--- src/rtl/tct_pkg.sv ---
`timescale 1ns / 1ps
// tct_pkg: shared types, tables and helper functions for the six-tetrahedron cube triangulator
// no dependencies; used by the interfaces, tct_emitter and tetra_cube_triangulator
package tct_pkg;

  localparam int unsigned COORD_W   = 6;
  localparam int unsigned SAMPLE_W  = 16;
  localparam int unsigned DIV_W     = 7;
  localparam int unsigned ID_W      = 23;
  localparam int unsigned EDGE_W    = 5;
  localparam int unsigned NUM_EDGES = 19;
  localparam int unsigned NUM_TETRA = 6;
  localparam int unsigned NTRI      = 2 * NUM_TETRA;
  localparam int unsigned SEL_W     = $clog2(NTRI);
  localparam int unsigned ZY_W      = COORD_W + DIV_W;
  localparam int unsigned IDX_W     = ZY_W + DIV_W;

  localparam logic [DIV_W-1:0] RESET_DIV = 7'd64;

  // triangle count of a tetrahedron
  localparam logic [1:0] KIND_NONE = 2'd0;
  localparam logic [1:0] KIND_ONE  = 2'd1;
  localparam logic [1:0] KIND_TWO  = 2'd2;

  localparam logic [2:0] EDGE_ENDS [NUM_EDGES][2] = '{
    '{3'd0, 3'd1}, '{3'd1, 3'd3}, '{3'd2, 3'd3}, '{3'd0, 3'd2},
    '{3'd4, 3'd5}, '{3'd5, 3'd7}, '{3'd6, 3'd7}, '{3'd4, 3'd6},
    '{3'd0, 3'd4}, '{3'd1, 3'd5}, '{3'd2, 3'd6}, '{3'd3, 3'd7},
    '{3'd0, 3'd3}, '{3'd0, 3'd6}, '{3'd0, 3'd5},
    '{3'd4, 3'd7}, '{3'd1, 3'd7}, '{3'd2, 3'd7},
    '{3'd0, 3'd7}
  };

  localparam logic [2:0] TETRA [NUM_TETRA][4] = '{
    '{3'd0, 3'd1, 3'd5, 3'd7}, '{3'd0, 3'd5, 3'd4, 3'd7}, '{3'd0, 3'd4, 3'd6, 3'd7},
    '{3'd0, 3'd6, 3'd2, 3'd7}, '{3'd0, 3'd2, 3'd3, 3'd7}, '{3'd0, 3'd3, 3'd1, 3'd7}
  };

  localparam logic [1:0] MASK_PERM [16][4] = '{
    '{2'd0, 2'd1, 2'd2, 2'd3}, '{2'd0, 2'd1, 2'd2, 2'd3},
    '{2'd1, 2'd2, 2'd0, 2'd3}, '{2'd0, 2'd1, 2'd2, 2'd3},
    '{2'd2, 2'd3, 2'd0, 2'd1}, '{2'd0, 2'd2, 2'd3, 2'd1},
    '{2'd1, 2'd2, 2'd0, 2'd3}, '{2'd3, 2'd0, 2'd1, 2'd2},
    '{2'd3, 2'd0, 2'd2, 2'd1}, '{2'd3, 2'd0, 2'd2, 2'd1},
    '{2'd1, 2'd3, 2'd2, 2'd0}, '{2'd2, 2'd3, 2'd1, 2'd0},
    '{2'd2, 2'd3, 2'd0, 2'd1}, '{2'd1, 2'd2, 2'd3, 2'd0},
    '{2'd0, 2'd3, 2'd2, 2'd1}, '{2'd0, 2'd1, 2'd2, 2'd3}
  };

  localparam logic [1:0] MASK_KIND [16] = '{
    KIND_NONE, KIND_ONE, KIND_ONE, KIND_TWO, KIND_ONE, KIND_TWO, KIND_TWO, KIND_ONE,
    KIND_ONE, KIND_TWO, KIND_TWO, KIND_ONE, KIND_TWO, KIND_ONE, KIND_ONE, KIND_NONE
  };

  typedef struct packed {
    logic [EDGE_W-1:0] a;
    logic [EDGE_W-1:0] b;
    logic [EDGE_W-1:0] c;
  } tri_edges_t;

  // two slots per tetrahedron, slot order is output order
  typedef struct packed {
    logic [NTRI-1:0]        pend;
    tri_edges_t [NTRI-1:0]  tris;
  } cube_tris_t;

  typedef struct packed {
    logic [ID_W-1:0] base;
    cube_tris_t      cube;
  } tct_load_t;

  function automatic logic [EDGE_W-1:0] local_edge(input logic [2:0] p, input logic [2:0] q);
    logic [EDGE_W-1:0] r;
    r = '0;
    for (int i = NUM_EDGES - 1; i >= 0; i--) begin
      if ((EDGE_ENDS[i][0] == p && EDGE_ENDS[i][1] == q) ||
          (EDGE_ENDS[i][0] == q && EDGE_ENDS[i][1] == p)) begin
        r = EDGE_W'(i);
      end
    end
    return r;
  endfunction

  function automatic cube_tris_t build_cube(input logic [7:0] above, input logic in_range);
    cube_tris_t r;
    logic [3:0] m;
    logic [2:0] v [4];
    logic [1:0] kind;
    r = '0;
    for (int t = 0; t < NUM_TETRA; t++) begin
      m = '0;
      for (int k = 0; k < 4; k++) begin
        m[k] = above[TETRA[t][k]];
      end
      for (int i = 0; i < 4; i++) begin
        v[i] = TETRA[t][MASK_PERM[m][i]];
      end
      kind = in_range ? MASK_KIND[m] : KIND_NONE;
      case (kind)
        KIND_ONE: begin
          r.pend[2*t]   = 1'b1;
          r.tris[2*t].a = local_edge(v[0], v[1]);
          r.tris[2*t].b = local_edge(v[0], v[2]);
          r.tris[2*t].c = local_edge(v[0], v[3]);
        end
        KIND_TWO: begin
          r.pend[2*t]     = 1'b1;
          r.pend[2*t+1]   = 1'b1;
          r.tris[2*t].a   = local_edge(v[0], v[2]);
          r.tris[2*t].b   = local_edge(v[0], v[3]);
          r.tris[2*t].c   = local_edge(v[1], v[2]);
          r.tris[2*t+1].a = local_edge(v[1], v[2]);
          r.tris[2*t+1].b = local_edge(v[0], v[3]);
          r.tris[2*t+1].c = local_edge(v[1], v[3]);
        end
        default: begin
        end
      endcase
    end
    return r;
  endfunction

endpackage

--- src/rtl/tct_cube_if.sv ---
`timescale 1ns / 1ps
// tct_cube_if: valid/ready channel carrying one grid cube (position and corner samples)
// depends on tct_pkg for field widths
interface tct_cube_if;
  import tct_pkg::*;

  logic                       valid;
  logic                       ready;
  logic        [COORD_W-1:0]  cube_x;
  logic        [COORD_W-1:0]  cube_y;
  logic        [COORD_W-1:0]  cube_z;
  logic signed [SAMPLE_W-1:0] sample_c0;
  logic signed [SAMPLE_W-1:0] sample_c1;
  logic signed [SAMPLE_W-1:0] sample_c2;
  logic signed [SAMPLE_W-1:0] sample_c3;
  logic signed [SAMPLE_W-1:0] sample_c4;
  logic signed [SAMPLE_W-1:0] sample_c5;
  logic signed [SAMPLE_W-1:0] sample_c6;
  logic signed [SAMPLE_W-1:0] sample_c7;

  modport source (
    output valid, cube_x, cube_y, cube_z,
    output sample_c0, sample_c1, sample_c2, sample_c3,
    output sample_c4, sample_c5, sample_c6, sample_c7,
    input  ready
  );

  modport sink (
    input  valid, cube_x, cube_y, cube_z,
    input  sample_c0, sample_c1, sample_c2, sample_c3,
    input  sample_c4, sample_c5, sample_c6, sample_c7,
    output ready
  );
endinterface

--- src/rtl/tct_tri_if.sv ---
`timescale 1ns / 1ps
// tct_tri_if: valid/ready channel carrying one triangle as three global edge ids
// depends on tct_pkg for field widths
interface tct_tri_if;
  import tct_pkg::*;

  logic            valid;
  logic            ready;
  logic [ID_W-1:0] tri_edge_a;
  logic [ID_W-1:0] tri_edge_b;
  logic [ID_W-1:0] tri_edge_c;
  logic            last;

  modport source (output valid, tri_edge_a, tri_edge_b, tri_edge_c, last, input ready);
  modport sink   (input valid, tri_edge_a, tri_edge_b, tri_edge_c, last, output ready);
endinterface

--- src/rtl/tct_emitter.sv ---
`timescale 1ns / 1ps
// tct_emitter: holds one cube's triangle slots and sends them out one per cycle unless stalled
// depends on tct_pkg and tct_tri_if
module tct_emitter (
  input  logic               clk,
  input  logic               rst_n,
  input  logic               ld_valid,
  output logic               ld_ready,
  input  tct_pkg::tct_load_t ld_data,
  tct_tri_if.source          out_tri
);
  import tct_pkg::*;

  logic [NTRI-1:0]       pend_r;
  logic [NTRI-1:0]       pend_clr;
  tri_edges_t [NTRI-1:0] tris_r;
  logic [ID_W-1:0]       base_r;
  logic [SEL_W-1:0]      sel;
  tri_edges_t            cur;
  logic                  busy;
  logic                  o_load;

  logic                  o_v_r;
  logic [ID_W-1:0]       o_a_r;
  logic [ID_W-1:0]       o_b_r;
  logic [ID_W-1:0]       o_c_r;
  logic                  o_last_r;

  // lowest pending slot goes first
  always_comb begin
    sel = '0;
    for (int i = NTRI - 1; i >= 0; i--) begin
      if (pend_r[i]) begin
        sel = SEL_W'(i);
      end
    end
  end

  assign cur      = tris_r[sel];
  assign pend_clr = pend_r & (pend_r - NTRI'(1));
  assign busy     = |pend_r;
  assign o_load   = busy && (!o_v_r || out_tri.ready);
  assign ld_ready = !busy || (o_load && (pend_clr == '0));

  always_ff @(posedge clk) begin
    if (!rst_n) begin
      pend_r <= '0;
    end else if (ld_valid && ld_ready) begin
      pend_r <= ld_data.cube.pend;
    end else if (o_load) begin
      pend_r <= pend_clr;
    end
  end

  always_ff @(posedge clk) begin
    if (ld_valid && ld_ready) begin
      tris_r <= ld_data.cube.tris;
      base_r <= ld_data.base;
    end
  end

  always_ff @(posedge clk) begin
    if (!rst_n) begin
      o_v_r <= 1'b0;
    end else if (o_load) begin
      o_v_r <= 1'b1;
    end else if (out_tri.ready) begin
      o_v_r <= 1'b0;
    end
  end

  always_ff @(posedge clk) begin
    if (o_load) begin
      o_a_r    <= base_r + {{(ID_W-EDGE_W){1'b0}}, cur.a};
      o_b_r    <= base_r + {{(ID_W-EDGE_W){1'b0}}, cur.b};
      o_c_r    <= base_r + {{(ID_W-EDGE_W){1'b0}}, cur.c};
      o_last_r <= (pend_clr == '0);
    end
  end

  assign out_tri.valid      = o_v_r;
  assign out_tri.tri_edge_a = o_a_r;
  assign out_tri.tri_edge_b = o_b_r;
  assign out_tri.tri_edge_c = o_c_r;
  assign out_tri.last       = o_last_r;

endmodule

--- src/rtl/tetra_cube_triangulator.sv ---
`timescale 1ns / 1ps
// tetra_cube_triangulator: six-tetrahedron marching-tetrahedra triangulator, top level
// depends on tct_pkg, tct_cube_if, tct_tri_if and tct_emitter
//
//   channel   | dir | handshake            | transaction
//   ----------+-----+----------------------+----------------------------------------
//   in_cube   | in  | valid/ready          | one cube: x, y, z and eight corner samples
//   out_tri   | out | valid/ready          | one triangle: edge ids a, b and c, and last flag
//   cfg       | in  | cfg_we, no ready     | grid_div write, taken at once
//
// the emitter sends one triangle per cycle unless out_tri stalls, so a cube with n triangles
// (n up to 12) keeps it busy until its last one loads; cubes with no triangles are dropped at entry
// first triangle passes stages a, b and c, the emitter slots and its output register to reach out_tri
// reset is synchronous: clears all valid bits and sets grid_div to 64, or to the cap if MAX_DIV is lower
// a stall on out_tri backs up through the stages; every stage refills the cycle it frees
module tetra_cube_triangulator #(
  parameter int unsigned MAX_DIV = 64
) (
  input  logic                      clk,
  input  logic                      rst_n,
  input  logic                      cfg_we,
  input  logic [tct_pkg::DIV_W-1:0] cfg_wdata,
  tct_cube_if.sink                  in_cube,
  tct_tri_if.source                 out_tri
);
  import tct_pkg::*;

  // grid_div above the cap acts as the cap
  localparam logic [DIV_W-1:0] DIV_CAP = (MAX_DIV > 127) ? 7'd127 : DIV_W'(MAX_DIV);

  logic [DIV_W-1:0] div_r;

  always_ff @(posedge clk) begin
    if (!rst_n) begin
      div_r <= (RESET_DIV > DIV_CAP) ? DIV_CAP : RESET_DIV;
    end else if (cfg_we) begin
      div_r <= (cfg_wdata > DIV_CAP) ? DIV_CAP : cfg_wdata;
    end
  end

  // entry: sign tests, range check and triangle table lookup
  logic [7:0]  above;
  logic        in_range;
  logic        in_acc;
  cube_tris_t  cube_in;

  assign above[0] = !in_cube.sample_c0[SAMPLE_W-1] && (in_cube.sample_c0 != '0);
  assign above[1] = !in_cube.sample_c1[SAMPLE_W-1] && (in_cube.sample_c1 != '0);
  assign above[2] = !in_cube.sample_c2[SAMPLE_W-1] && (in_cube.sample_c2 != '0);
  assign above[3] = !in_cube.sample_c3[SAMPLE_W-1] && (in_cube.sample_c3 != '0);
  assign above[4] = !in_cube.sample_c4[SAMPLE_W-1] && (in_cube.sample_c4 != '0);
  assign above[5] = !in_cube.sample_c5[SAMPLE_W-1] && (in_cube.sample_c5 != '0);
  assign above[6] = !in_cube.sample_c6[SAMPLE_W-1] && (in_cube.sample_c6 != '0);
  assign above[7] = !in_cube.sample_c7[SAMPLE_W-1] && (in_cube.sample_c7 != '0);

  assign in_range = ({1'b0, in_cube.cube_x} < div_r) &&
                    ({1'b0, in_cube.cube_y} < div_r) &&
                    ({1'b0, in_cube.cube_z} < div_r);

  assign cube_in = build_cube(above, in_range);
  assign in_acc  = in_cube.valid && in_cube.ready;

  // stage a: coordinates and triangle slots
  logic               a_v_r;
  logic [COORD_W-1:0] a_x_r;
  logic [COORD_W-1:0] a_y_r;
  logic [COORD_W-1:0] a_z_r;
  cube_tris_t         a_cube_r;

  // stage b: z*div + y
  logic               b_v_r;
  logic [ZY_W-1:0]    b_zy_r;
  logic [COORD_W-1:0] b_x_r;
  cube_tris_t         b_cube_r;
  logic [ZY_W-1:0]    zy_c;

  // stage c: cube index
  logic               c_v_r;
  logic [IDX_W-1:0]   c_idx_r;
  cube_tris_t         c_cube_r;
  logic [IDX_W-1:0]   idx_c;

  logic               a_ready;
  logic               b_ready;
  logic               c_ready;
  logic               ld_ready;
  logic [IDX_W+4:0]   idx19;
  tct_load_t          ld_data;

  assign c_ready       = !c_v_r || ld_ready;
  assign b_ready       = !b_v_r || c_ready;
  assign a_ready       = !a_v_r || b_ready;
  assign in_cube.ready = a_ready;

  always_ff @(posedge clk) begin
    if (!rst_n) begin
      a_v_r <= 1'b0;
      b_v_r <= 1'b0;
      c_v_r <= 1'b0;
    end else begin
      // a cube with no triangle never enters the pipe
      if (a_ready) begin
        a_v_r <= in_acc && (|cube_in.pend);
      end
      if (b_ready) begin
        b_v_r <= a_v_r;
      end
      if (c_ready) begin
        c_v_r <= b_v_r;
      end
    end
  end

  always_ff @(posedge clk) begin
    if (a_ready && in_acc) begin
      a_x_r    <= in_cube.cube_x;
      a_y_r    <= in_cube.cube_y;
      a_z_r    <= in_cube.cube_z;
      a_cube_r <= cube_in;
    end
  end

  assign zy_c = ZY_W'(a_z_r) * ZY_W'(div_r) + ZY_W'(a_y_r);

  always_ff @(posedge clk) begin
    if (b_ready && a_v_r) begin
      b_zy_r   <= zy_c;
      b_x_r    <= a_x_r;
      b_cube_r <= a_cube_r;
    end
  end

  assign idx_c = IDX_W'(b_zy_r) * IDX_W'(div_r) + IDX_W'(b_x_r);

  always_ff @(posedge clk) begin
    if (c_ready && b_v_r) begin
      c_idx_r  <= idx_c;
      c_cube_r <= b_cube_r;
    end
  end

  // index * 19 as shift-add, kept modulo 2^23
  assign idx19 = {c_idx_r, 4'b0000} + {3'b000, c_idx_r, 1'b0} + {5'b00000, c_idx_r};

  assign ld_data.base = idx19[ID_W-1:0];
  assign ld_data.cube = c_cube_r;

  tct_emitter u_emitter (
    .clk      (clk),
    .rst_n    (rst_n),
    .ld_valid (c_v_r),
    .ld_ready (ld_ready),
    .ld_data  (ld_data),
    .out_tri  (out_tri)
  );

endmodule

--- src/flat_wrapper.sv ---
// flat-port wrapper written by rule: the top's interface ports become plain ports
module tetra_cube_triangulator_flat import tct_pkg::*;
#(
  parameter int unsigned MAX_DIV = 64
)
  (clk, rst_n, cfg_we, cfg_wdata, in_cube_valid, in_cube_cube_x, in_cube_cube_y, in_cube_cube_z, in_cube_sample_c0, in_cube_sample_c1, in_cube_sample_c2, in_cube_sample_c3, in_cube_sample_c4, in_cube_sample_c5, in_cube_sample_c6, in_cube_sample_c7, in_cube_ready, out_tri_valid, out_tri_tri_edge_a, out_tri_tri_edge_b, out_tri_tri_edge_c, out_tri_last, out_tri_ready);
  tct_cube_if in_cube_i ();
  tct_tri_if out_tri_i ();
  input  logic clk;
  input  logic rst_n;
  input  logic cfg_we;
  input  logic [tct_pkg::DIV_W-1:0] cfg_wdata;
  input wire logic [$bits(in_cube_i.valid)-1:0] in_cube_valid;
  input wire logic [$bits(in_cube_i.cube_x)-1:0] in_cube_cube_x;
  input wire logic [$bits(in_cube_i.cube_y)-1:0] in_cube_cube_y;
  input wire logic [$bits(in_cube_i.cube_z)-1:0] in_cube_cube_z;
  input wire logic [$bits(in_cube_i.sample_c0)-1:0] in_cube_sample_c0;
  input wire logic [$bits(in_cube_i.sample_c1)-1:0] in_cube_sample_c1;
  input wire logic [$bits(in_cube_i.sample_c2)-1:0] in_cube_sample_c2;
  input wire logic [$bits(in_cube_i.sample_c3)-1:0] in_cube_sample_c3;
  input wire logic [$bits(in_cube_i.sample_c4)-1:0] in_cube_sample_c4;
  input wire logic [$bits(in_cube_i.sample_c5)-1:0] in_cube_sample_c5;
  input wire logic [$bits(in_cube_i.sample_c6)-1:0] in_cube_sample_c6;
  input wire logic [$bits(in_cube_i.sample_c7)-1:0] in_cube_sample_c7;
  output wire logic [$bits(in_cube_i.ready)-1:0] in_cube_ready;
  output wire logic [$bits(out_tri_i.valid)-1:0] out_tri_valid;
  output wire logic [$bits(out_tri_i.tri_edge_a)-1:0] out_tri_tri_edge_a;
  output wire logic [$bits(out_tri_i.tri_edge_b)-1:0] out_tri_tri_edge_b;
  output wire logic [$bits(out_tri_i.tri_edge_c)-1:0] out_tri_tri_edge_c;
  output wire logic [$bits(out_tri_i.last)-1:0] out_tri_last;
  input wire logic [$bits(out_tri_i.ready)-1:0] out_tri_ready;
  assign in_cube_i.valid = in_cube_valid;
  assign in_cube_i.cube_x = in_cube_cube_x;
  assign in_cube_i.cube_y = in_cube_cube_y;
  assign in_cube_i.cube_z = in_cube_cube_z;
  assign in_cube_i.sample_c0 = in_cube_sample_c0;
  assign in_cube_i.sample_c1 = in_cube_sample_c1;
  assign in_cube_i.sample_c2 = in_cube_sample_c2;
  assign in_cube_i.sample_c3 = in_cube_sample_c3;
  assign in_cube_i.sample_c4 = in_cube_sample_c4;
  assign in_cube_i.sample_c5 = in_cube_sample_c5;
  assign in_cube_i.sample_c6 = in_cube_sample_c6;
  assign in_cube_i.sample_c7 = in_cube_sample_c7;
  assign in_cube_ready = in_cube_i.ready;
  assign out_tri_valid = out_tri_i.valid;
  assign out_tri_tri_edge_a = out_tri_i.tri_edge_a;
  assign out_tri_tri_edge_b = out_tri_i.tri_edge_b;
  assign out_tri_tri_edge_c = out_tri_i.tri_edge_c;
  assign out_tri_last = out_tri_i.last;
  assign out_tri_i.ready = out_tri_ready;
  tetra_cube_triangulator #(.MAX_DIV(MAX_DIV)) u_core (.clk(clk), .rst_n(rst_n), .cfg_we(cfg_we), .cfg_wdata(cfg_wdata), .in_cube(in_cube_i), .out_tri(out_tri_i));
endmodule
--- config.mk ---
export PLATFORM = sky130hd
export DESIGN_NAME = tetra_cube_triangulator_flat
export DESIGN_NICKNAME = d
export VERILOG_FILES = /design/src/rtl/tct_pkg.sv /design/src/rtl/tct_cube_if.sv /design/src/rtl/tct_tri_if.sv /design/src/rtl/tct_emitter.sv /design/src/rtl/tetra_cube_triangulator.sv /design/src/flat_wrapper.sv
export SDC_FILE = /design/constraint.sdc
export NUM_CORES = 1
export LEC_CHECK = 0
export BUFFER_PORTS_ARGS = -buffer_cell sky130_fd_sc_hd__buf_2
export CORE_MARGIN = 4
export CORE_UTILIZATION = 40
export DETAILED_ROUTE_END_ITERATION = 10
export GPL_ROUTABILITY_DRIVEN = 0
export PLACE_DENSITY_LB_ADDON = 0.15
export SLEW_MARGIN = 20
export SYNTH_ARGS = -nofsm -noshare
export SYNTH_HDL_FRONTEND = slang
export SYNTH_SLANG_ARGS = --single-unit
--- constraint.sdc ---
create_clock -name clk -period 13.5 [get_ports clk]
set_clock_uncertainty 0.05 [all_clocks]
set_input_delay 1.35 -clock clk [delete_from_list [all_inputs] [get_ports clk]]
set_output_delay 1.35 -clock clk [all_outputs]
set_load 0.01 [all_outputs]
Word level (Yosys, flattened, before mapping)
Memory sizes are Yosys's and may differ from the RTL's.
Index checks and enable logic that the tools add are counted.
W data, S select, Z words.

cells by class
  $add $sub $neg = 8
  $mul = 2
  order comparisons = 35
  equality and inequality tests = 180
  muxes and demuxes = 703
  bitwise gates (word level) = 37
  reduce and logical (&&, ||, !) cells = 1819

operator list
  kind                  count
  $mux W5               474
  $logic_and A1 B1 Y1   1158
  $logic_or A1 B1 Y1    575
  $eq A3 B3 Y1 const A  96
  $mux W4               60
  $mux W3               72
  $pmux W15 S2          6
  $bmux W3 S2           24
  $eq A2 B3 Y1 const A  48
  $reduce_bool A16 Y1   8
  $reduce_or A17 Y1     6
  $mux W8               12
  $eq A1 B3 Y1 const A  24
  $ge A3 B3 Y1 const B  24
  $logic_not A3 Y1      24
  $not A2 Y3            24
  $add A23 B5 Y23       3
  $bmux W15 S4          1
  $mux W2               30
  $reduce_or A9 Y1      6
  $ge A5 B5 Y1 const B  6
  $not A4 Y5            6
  $reduce_or A5 Y1      6
  $mux W12              2
  23 further kinds      89

word-level totals
  register bits = 929
  memory bits (read-only) = 960
  input port bits = 158
  output and inout bits = 72
  logic and storage cells = 2984
  memories = 12

memories
  name              depth  width  read ports  clocked after Yosys merged registers in  wr ports  line           RTL
  (name not given)  16     8      1           0                                        0         tct_pkg.sv:96  v[i] = TETRA[t][MASK_PERM[m][i]];
  (name not given)  16     8      1           0                                        0         tct_pkg.sv:96
  (name not given)  16     8      1           0                                        0         tct_pkg.sv:96
  (name not given)  16     8      1           0                                        0         tct_pkg.sv:96
  (name not given)  16     8      1           0                                        0         tct_pkg.sv:96
  (name not given)  16     8      1           0                                        0         tct_pkg.sv:96
  +6 memories       n/a    n/a    n/a         n/a                                      n/a       n/a

Depth between registers and ports, before layout
  depth in word-level cells = 33
  gate-level depth with buffers = 22
  gate-level depth less buffers = 18

Cells and area by module
Synthesis repeated with hierarchy kept, for this count alone.

second synthesis, totals
  cells, all modules = 3369
  area total of the unflattened synthesis = 44969.4 um^2

by module, submodules not included
  module                   instances  cells each  area each (um^2)  sequential area each (um^2)
  tetra_cube_triangulator  1          2493        32710.1           19208.4
  tct_emitter              1          876         12259.3           8458.1

Worst setup path before layout
Ideal clock, no wire load.

  path kind = input to register
  start point = in out_tri_ready
  end point = reg u_core.b_cube_r[0] in the netlist's numbering (enable)
  setup time = 0.812 ns
  arrival time = 11.134 ns
  required time = 12.638 ns
  setup slack = 1.504 ns
  stages on the path = 4
  path buffers = 0
  cells stage by stage = nand2b_1 -> a41oi_1 -> and2_1 -> nor2b_1

between the ends
  longest elaborated chain between the ends = 7

RTL lines
  item                    line                            RTL
  start: declaration      flat_wrapper.sv:31              input wire logic [$bits(out_tri_i.ready)-1:0] out_tri_ready;
  $logic_or A1 B1 Y1      tct_emitter.sv:42               assign o_load = busy && (!o_v_r || out_tri.ready);
  $logic_and A1 B1 Y1     tct_emitter.sv:42
  $logic_and A1 B1 Y1     tct_emitter.sv:43               assign ld_ready = !busy || (o_load && (pend_clr == '0));
  $logic_or A1 B1 Y1      tct_emitter.sv:43
  $logic_or A1 B1 Y1      tetra_cube_triangulator.sv:90   assign c_ready = !c_v_r || ld_ready;
  $logic_or A1 B1 Y1      tetra_cube_triangulator.sv:91   assign b_ready = !b_v_r || c_ready;
  $logic_and A1 B1 Y1     tetra_cube_triangulator.sv:126  if (b_ready && a_v_r) begin
  end signal: assignment  tetra_cube_triangulator.sv:129  b_cube_r <= a_cube_r;
  end: declaration        tetra_cube_triangulator.sv:74   cube_tris_t b_cube_r;

Every way passes these cells.
A chain may end at the register's enable or synchronous reset.

Final worst setup path
  start point = reg u_core.u_emitter.pend_r[8]
  end point = reg u_core.u_emitter.o_b_r[22] (netlist: u_core.u_emitter.out_tri.tri_edge_b[22]), data pin

between the ends
  longest elaborated chain between the ends = 12

RTL lines
  item                            line               RTL
  start: declaration              tct_emitter.sv:14  logic [NTRI-1:0] pend_r;
  start signal: assignment        tct_emitter.sv:49  pend_r <= ld_data.cube.pend;
  start signal: assignment        tct_emitter.sv:51  pend_r <= pend_clr;
  $mux W4 (9 in a row)            tct_emitter.sv:33  if (pend_r[i]) begin
  $bmux W15 S4                    tct_emitter.sv:39  assign cur = tris_r[sel];
  $mux W15 (implied by the code)  tct_emitter.sv:39
  $add A23 B5 Y23                 tct_emitter.sv:75  o_b_r <= base_r + {{(ID_W-EDGE_W){1'b0}}, cur.b};
  end signal: assignment          tct_emitter.sv:75
  end: declaration                tct_emitter.sv:25  logic [ID_W-1:0] o_b_r;

Every way passes these cells. The select of a mux whose other input is x is not followed.

==> impl_metrics.tcl <==
set metrics [dict create \
    synth_top_cell_by_area "edfxtp_1" \
    cp.arrival_ns 6.13 \
    grt-busiest-layer "met2" \
    syn_avg_cell_area_um2 13.9 \
    powerDensity_nw_per_um2 151 \
    final_util_pct 45.6 \
    min_path_type "flop to flop" \
    grt_pass1_vias 26200 \
    ios 230 \
    die_w_um 344 \
    fp.coreArea_um2 111000 \
    ant_nets 0 \
    dp_hpwl_um 77100 \
    cap_viol_max_count 0 \
    drive_above_1_share_pct 15.9 \
    crit_path_start_kind "flop" \
    mostFrequentLayoutCell "edfxtp_1" \
    rows 122 \
    outcome "completed" \
    ys_ff_latch 929 \
    h-tree-depth 3 \
    area_growth_syn_to_layout_pct 12.7 \
    clock-sinks 929 \
    max_freq_ghz 0.173 \
    synth_edf_count 906 \
    drv_slew 0 \
    path_max_fanout 18 \
    final_cell_mix "906 x edfxtp_1, 229 x buf_2, 219 x nor2_1, 219 x nand2_1, 185 x ha_1" \
    cts_buffers 89 \
    hold_buffers 0 \
    track_usage_pct 18.0 \
    grt_max_degree 154 \
    fin_crit_ns 5.78 \
    grt_pass1_wl_um 162000 \
    ctsResizeCount 0 \
    vias 26300 \
    synth_fp_nets 3678 \
    synthFlopType "edfxtp_1" \
    overflow 0 \
    post_cts_buffers 0 \
    slew_headroom_pct 28.5 \
    dr.pass1.iters 6 \
    yosys_warnings 0 \
    cts_tree "done" \
    nNetsFinal 3893 \
    insertion_delay_ns 0.66 \
    use_met3_pct 3.04 \
    synthArstFlopShare_pct 0 \
    synthTopCellsByArea "edfxtp_1 60%, ha_1 5.1%, fa_1 4.6%" \
    tns_ns 0 \
    critPathKind "flop to flop" \
    drt-total-wl_um 106000 \
    avgRoutedWirePerCell_um 21.1 \
    grt_use_met2_pct 28.1 \
    endpoint_kind "flop" \
    tightest_slew_ns 1.07 \
    yosysUniqueCellTypes 110 \
    antenna_found_initial 6 \
    vdd_drop_max_uv 113 \
    synth.top_cell.area_share_pct 60.4 \
    initial_core_util_pct 40.5 \
    p_leak_nw 18.5 \
    hold_violations 0 \
    clk_path_buf_depth 3 \
    hold_path_depth 0 \
    ff2ff_path_depth 18 \
    clkTransAtPathRegs_ns 0.07 \
    setup_viol 0 \
    grtUsageMet1_pct 25.3 \
    rsz0062_at_grt "false" \
    synth_cells 3231 \
    io_buffers 229 \
    seq_area_frac_synth_pct 61.4 \
    viasPerCell 5.25 \
    syn_area_um2 45000 \
    dieHeight_um 344 \
    worstPathRequired_ns 13.86 \
    drc 0 \
    root_buffer "clkbuf_16" \
    drtIter0Drc 2209 \
    dieArea_um2 118000 \
    period_share_pct 42.8 \
]
## report_power, final
part / leakage [nW] / internal [mW] / switching, mW
Clock: 1.49 / 1.48 / 1.07
Sequential: 8.79 / 3.49 / 0.113
Combinational: 8.26 / 0.569 / 0.964
## metal layers
metal | vias to the layer above | wire length (um)
li1 | 12500 | -
met1 | 12800 | 47600
met2 | 805 | 48200
met3 | 143 | 6080
met4 | 0 | 3930
met5 | - | 0
## final timing paths
check                              from                                       to  slack [ns]
min reg2reg         u_core.b_cube_r[67]                      u_core.c_cube_r[67]        0.35
min                 u_core.b_cube_r[67]                      u_core.c_cube_r[67]        0.35
max          u_core.u_emitter.pend_r[8]  u_core.u_emitter.out_tri.tri_edge_b[22]        7.72
max reg2reg  u_core.u_emitter.pend_r[8]  u_core.u_emitter.out_tri.tri_edge_b[22]        7.72
## registers in the layout, summed over array words and instances, names as in the netlist, 13 cells and up
name	cells
u_core.u_emitter.base_r	23
u_core.a_cube_r	192
u_core.b_cube_r	192
u_core.b_zy_r	13
u_core.u_emitter.out_tri.tri_edge_c	23
u_core.u_emitter.out_tri.tri_edge_a	23
u_core.u_emitter.tris_r	180
u_core.c_cube_r	192
u_core.c_idx_r	20
u_core.u_emitter.out_tri.tri_edge_b	23
## cell usage after synthesis (7+ instances only)
cell type,n
fa_1,104
o2bb2ai_1,13
nor4_1,21
o21ai_0,65
inv_1,151
buf_4,8
buf_2,37
nand2b_1,25
nand4_1,16
o31ai_1,14
o211ai_1,19
o21a_1,29
ha_1,185
a21o_1,30
nand3_1,61
clkbuf_1,77
dfxtp_1,23
a31oi_1,12
buf_6,10
o21bai_1,14
a31o_2,7
xor2_1,55
a21oi_1,118
mux2i_1,56
mux2_2,25
inv_2,7
or2_2,16
and3_1,18
o221ai_1,9
nor2_1,219
a32oi_1,8
and2_1,110
nor3_1,48
xnor2_1,103
a211oi_1,41
a221o_1,18
nor2b_1,30
a22oi_1,43
edfxtp_1,906
nand2_1,219
mux4_2,36
or3_1,9
o22ai_1,51
a22o_1,11
## cell families (layout without fill, tap and decap cells)
group	Yosys count	count (layout)	share of synthesized area, %
other cells	0	1	0
xor+xnor	159	159	3.12
buf+inv	298	590	2.82
compound gates	598	598	9.70
simple gates	830	830	9.12
mux	126	126	4.01
fa+ha+maj	291	291	9.80
flops	929	929	61.4
## layout make-up
type | instances | area [um2]
Antenna cell | 1 | 2.50
Clock buffer | 101 | 2270
Clock inverter | 67 | 786
Fill cell | 9853 | 60500
Inverter | 161 | 607
Multi-Input combinational cell | 2004 | 16200
Sequential cell | 929 | 27700
Tap cell | 1488 | 1860
Timing Repair Buffer | 261 | 1410
## worst max-delay path, cell delays in order (launching register included)
cell and delay [ns]:
dfxtp_1 0.55, a21oi_1 0.08, o21bai_1 0.16, a21oi_1 0.10, o21bai_2 0.56, a21o_1 0.61, buf_4 0.36, mux4_2 0.54
a221o_1 0.36, ha_1 0.21, fa_1 0.42, a21o_1 0.21, a21oi_1 0.22, nor2b_1 0.07, o21ai_0 0.48, nor2_1 0.19
nand2_1 0.15, nor2_1 0.06, xor2_1 0.13
## per-stage QoR
| stage | power, mW | setup WS (ns) | hold slack (ns) | cell area (um2) | cells |
|---|---|---|---|---|---|
| 3_3_place_gp | 5.22 | 7.82 | 0.351 | 47700 | 4842 |
| 2_1_floorplan | 4.69 | 1.50 | 0.350 | 45000 | 3231 |
| 6_report | 7.69 | 7.72 | 0.347 | 50800 | 5012 |
| 4_1_cts | 7.79 | 7.73 | 0.346 | 50700 | 5010 |
| 5_1_grt | 8.08 | 7.30 | 0.362 | 50800 | 5012 |
| 3_5_place_dp | 5.22 | 7.75 | 0.355 | 47700 | 4842 |
(Power assumes the default switching activity.)
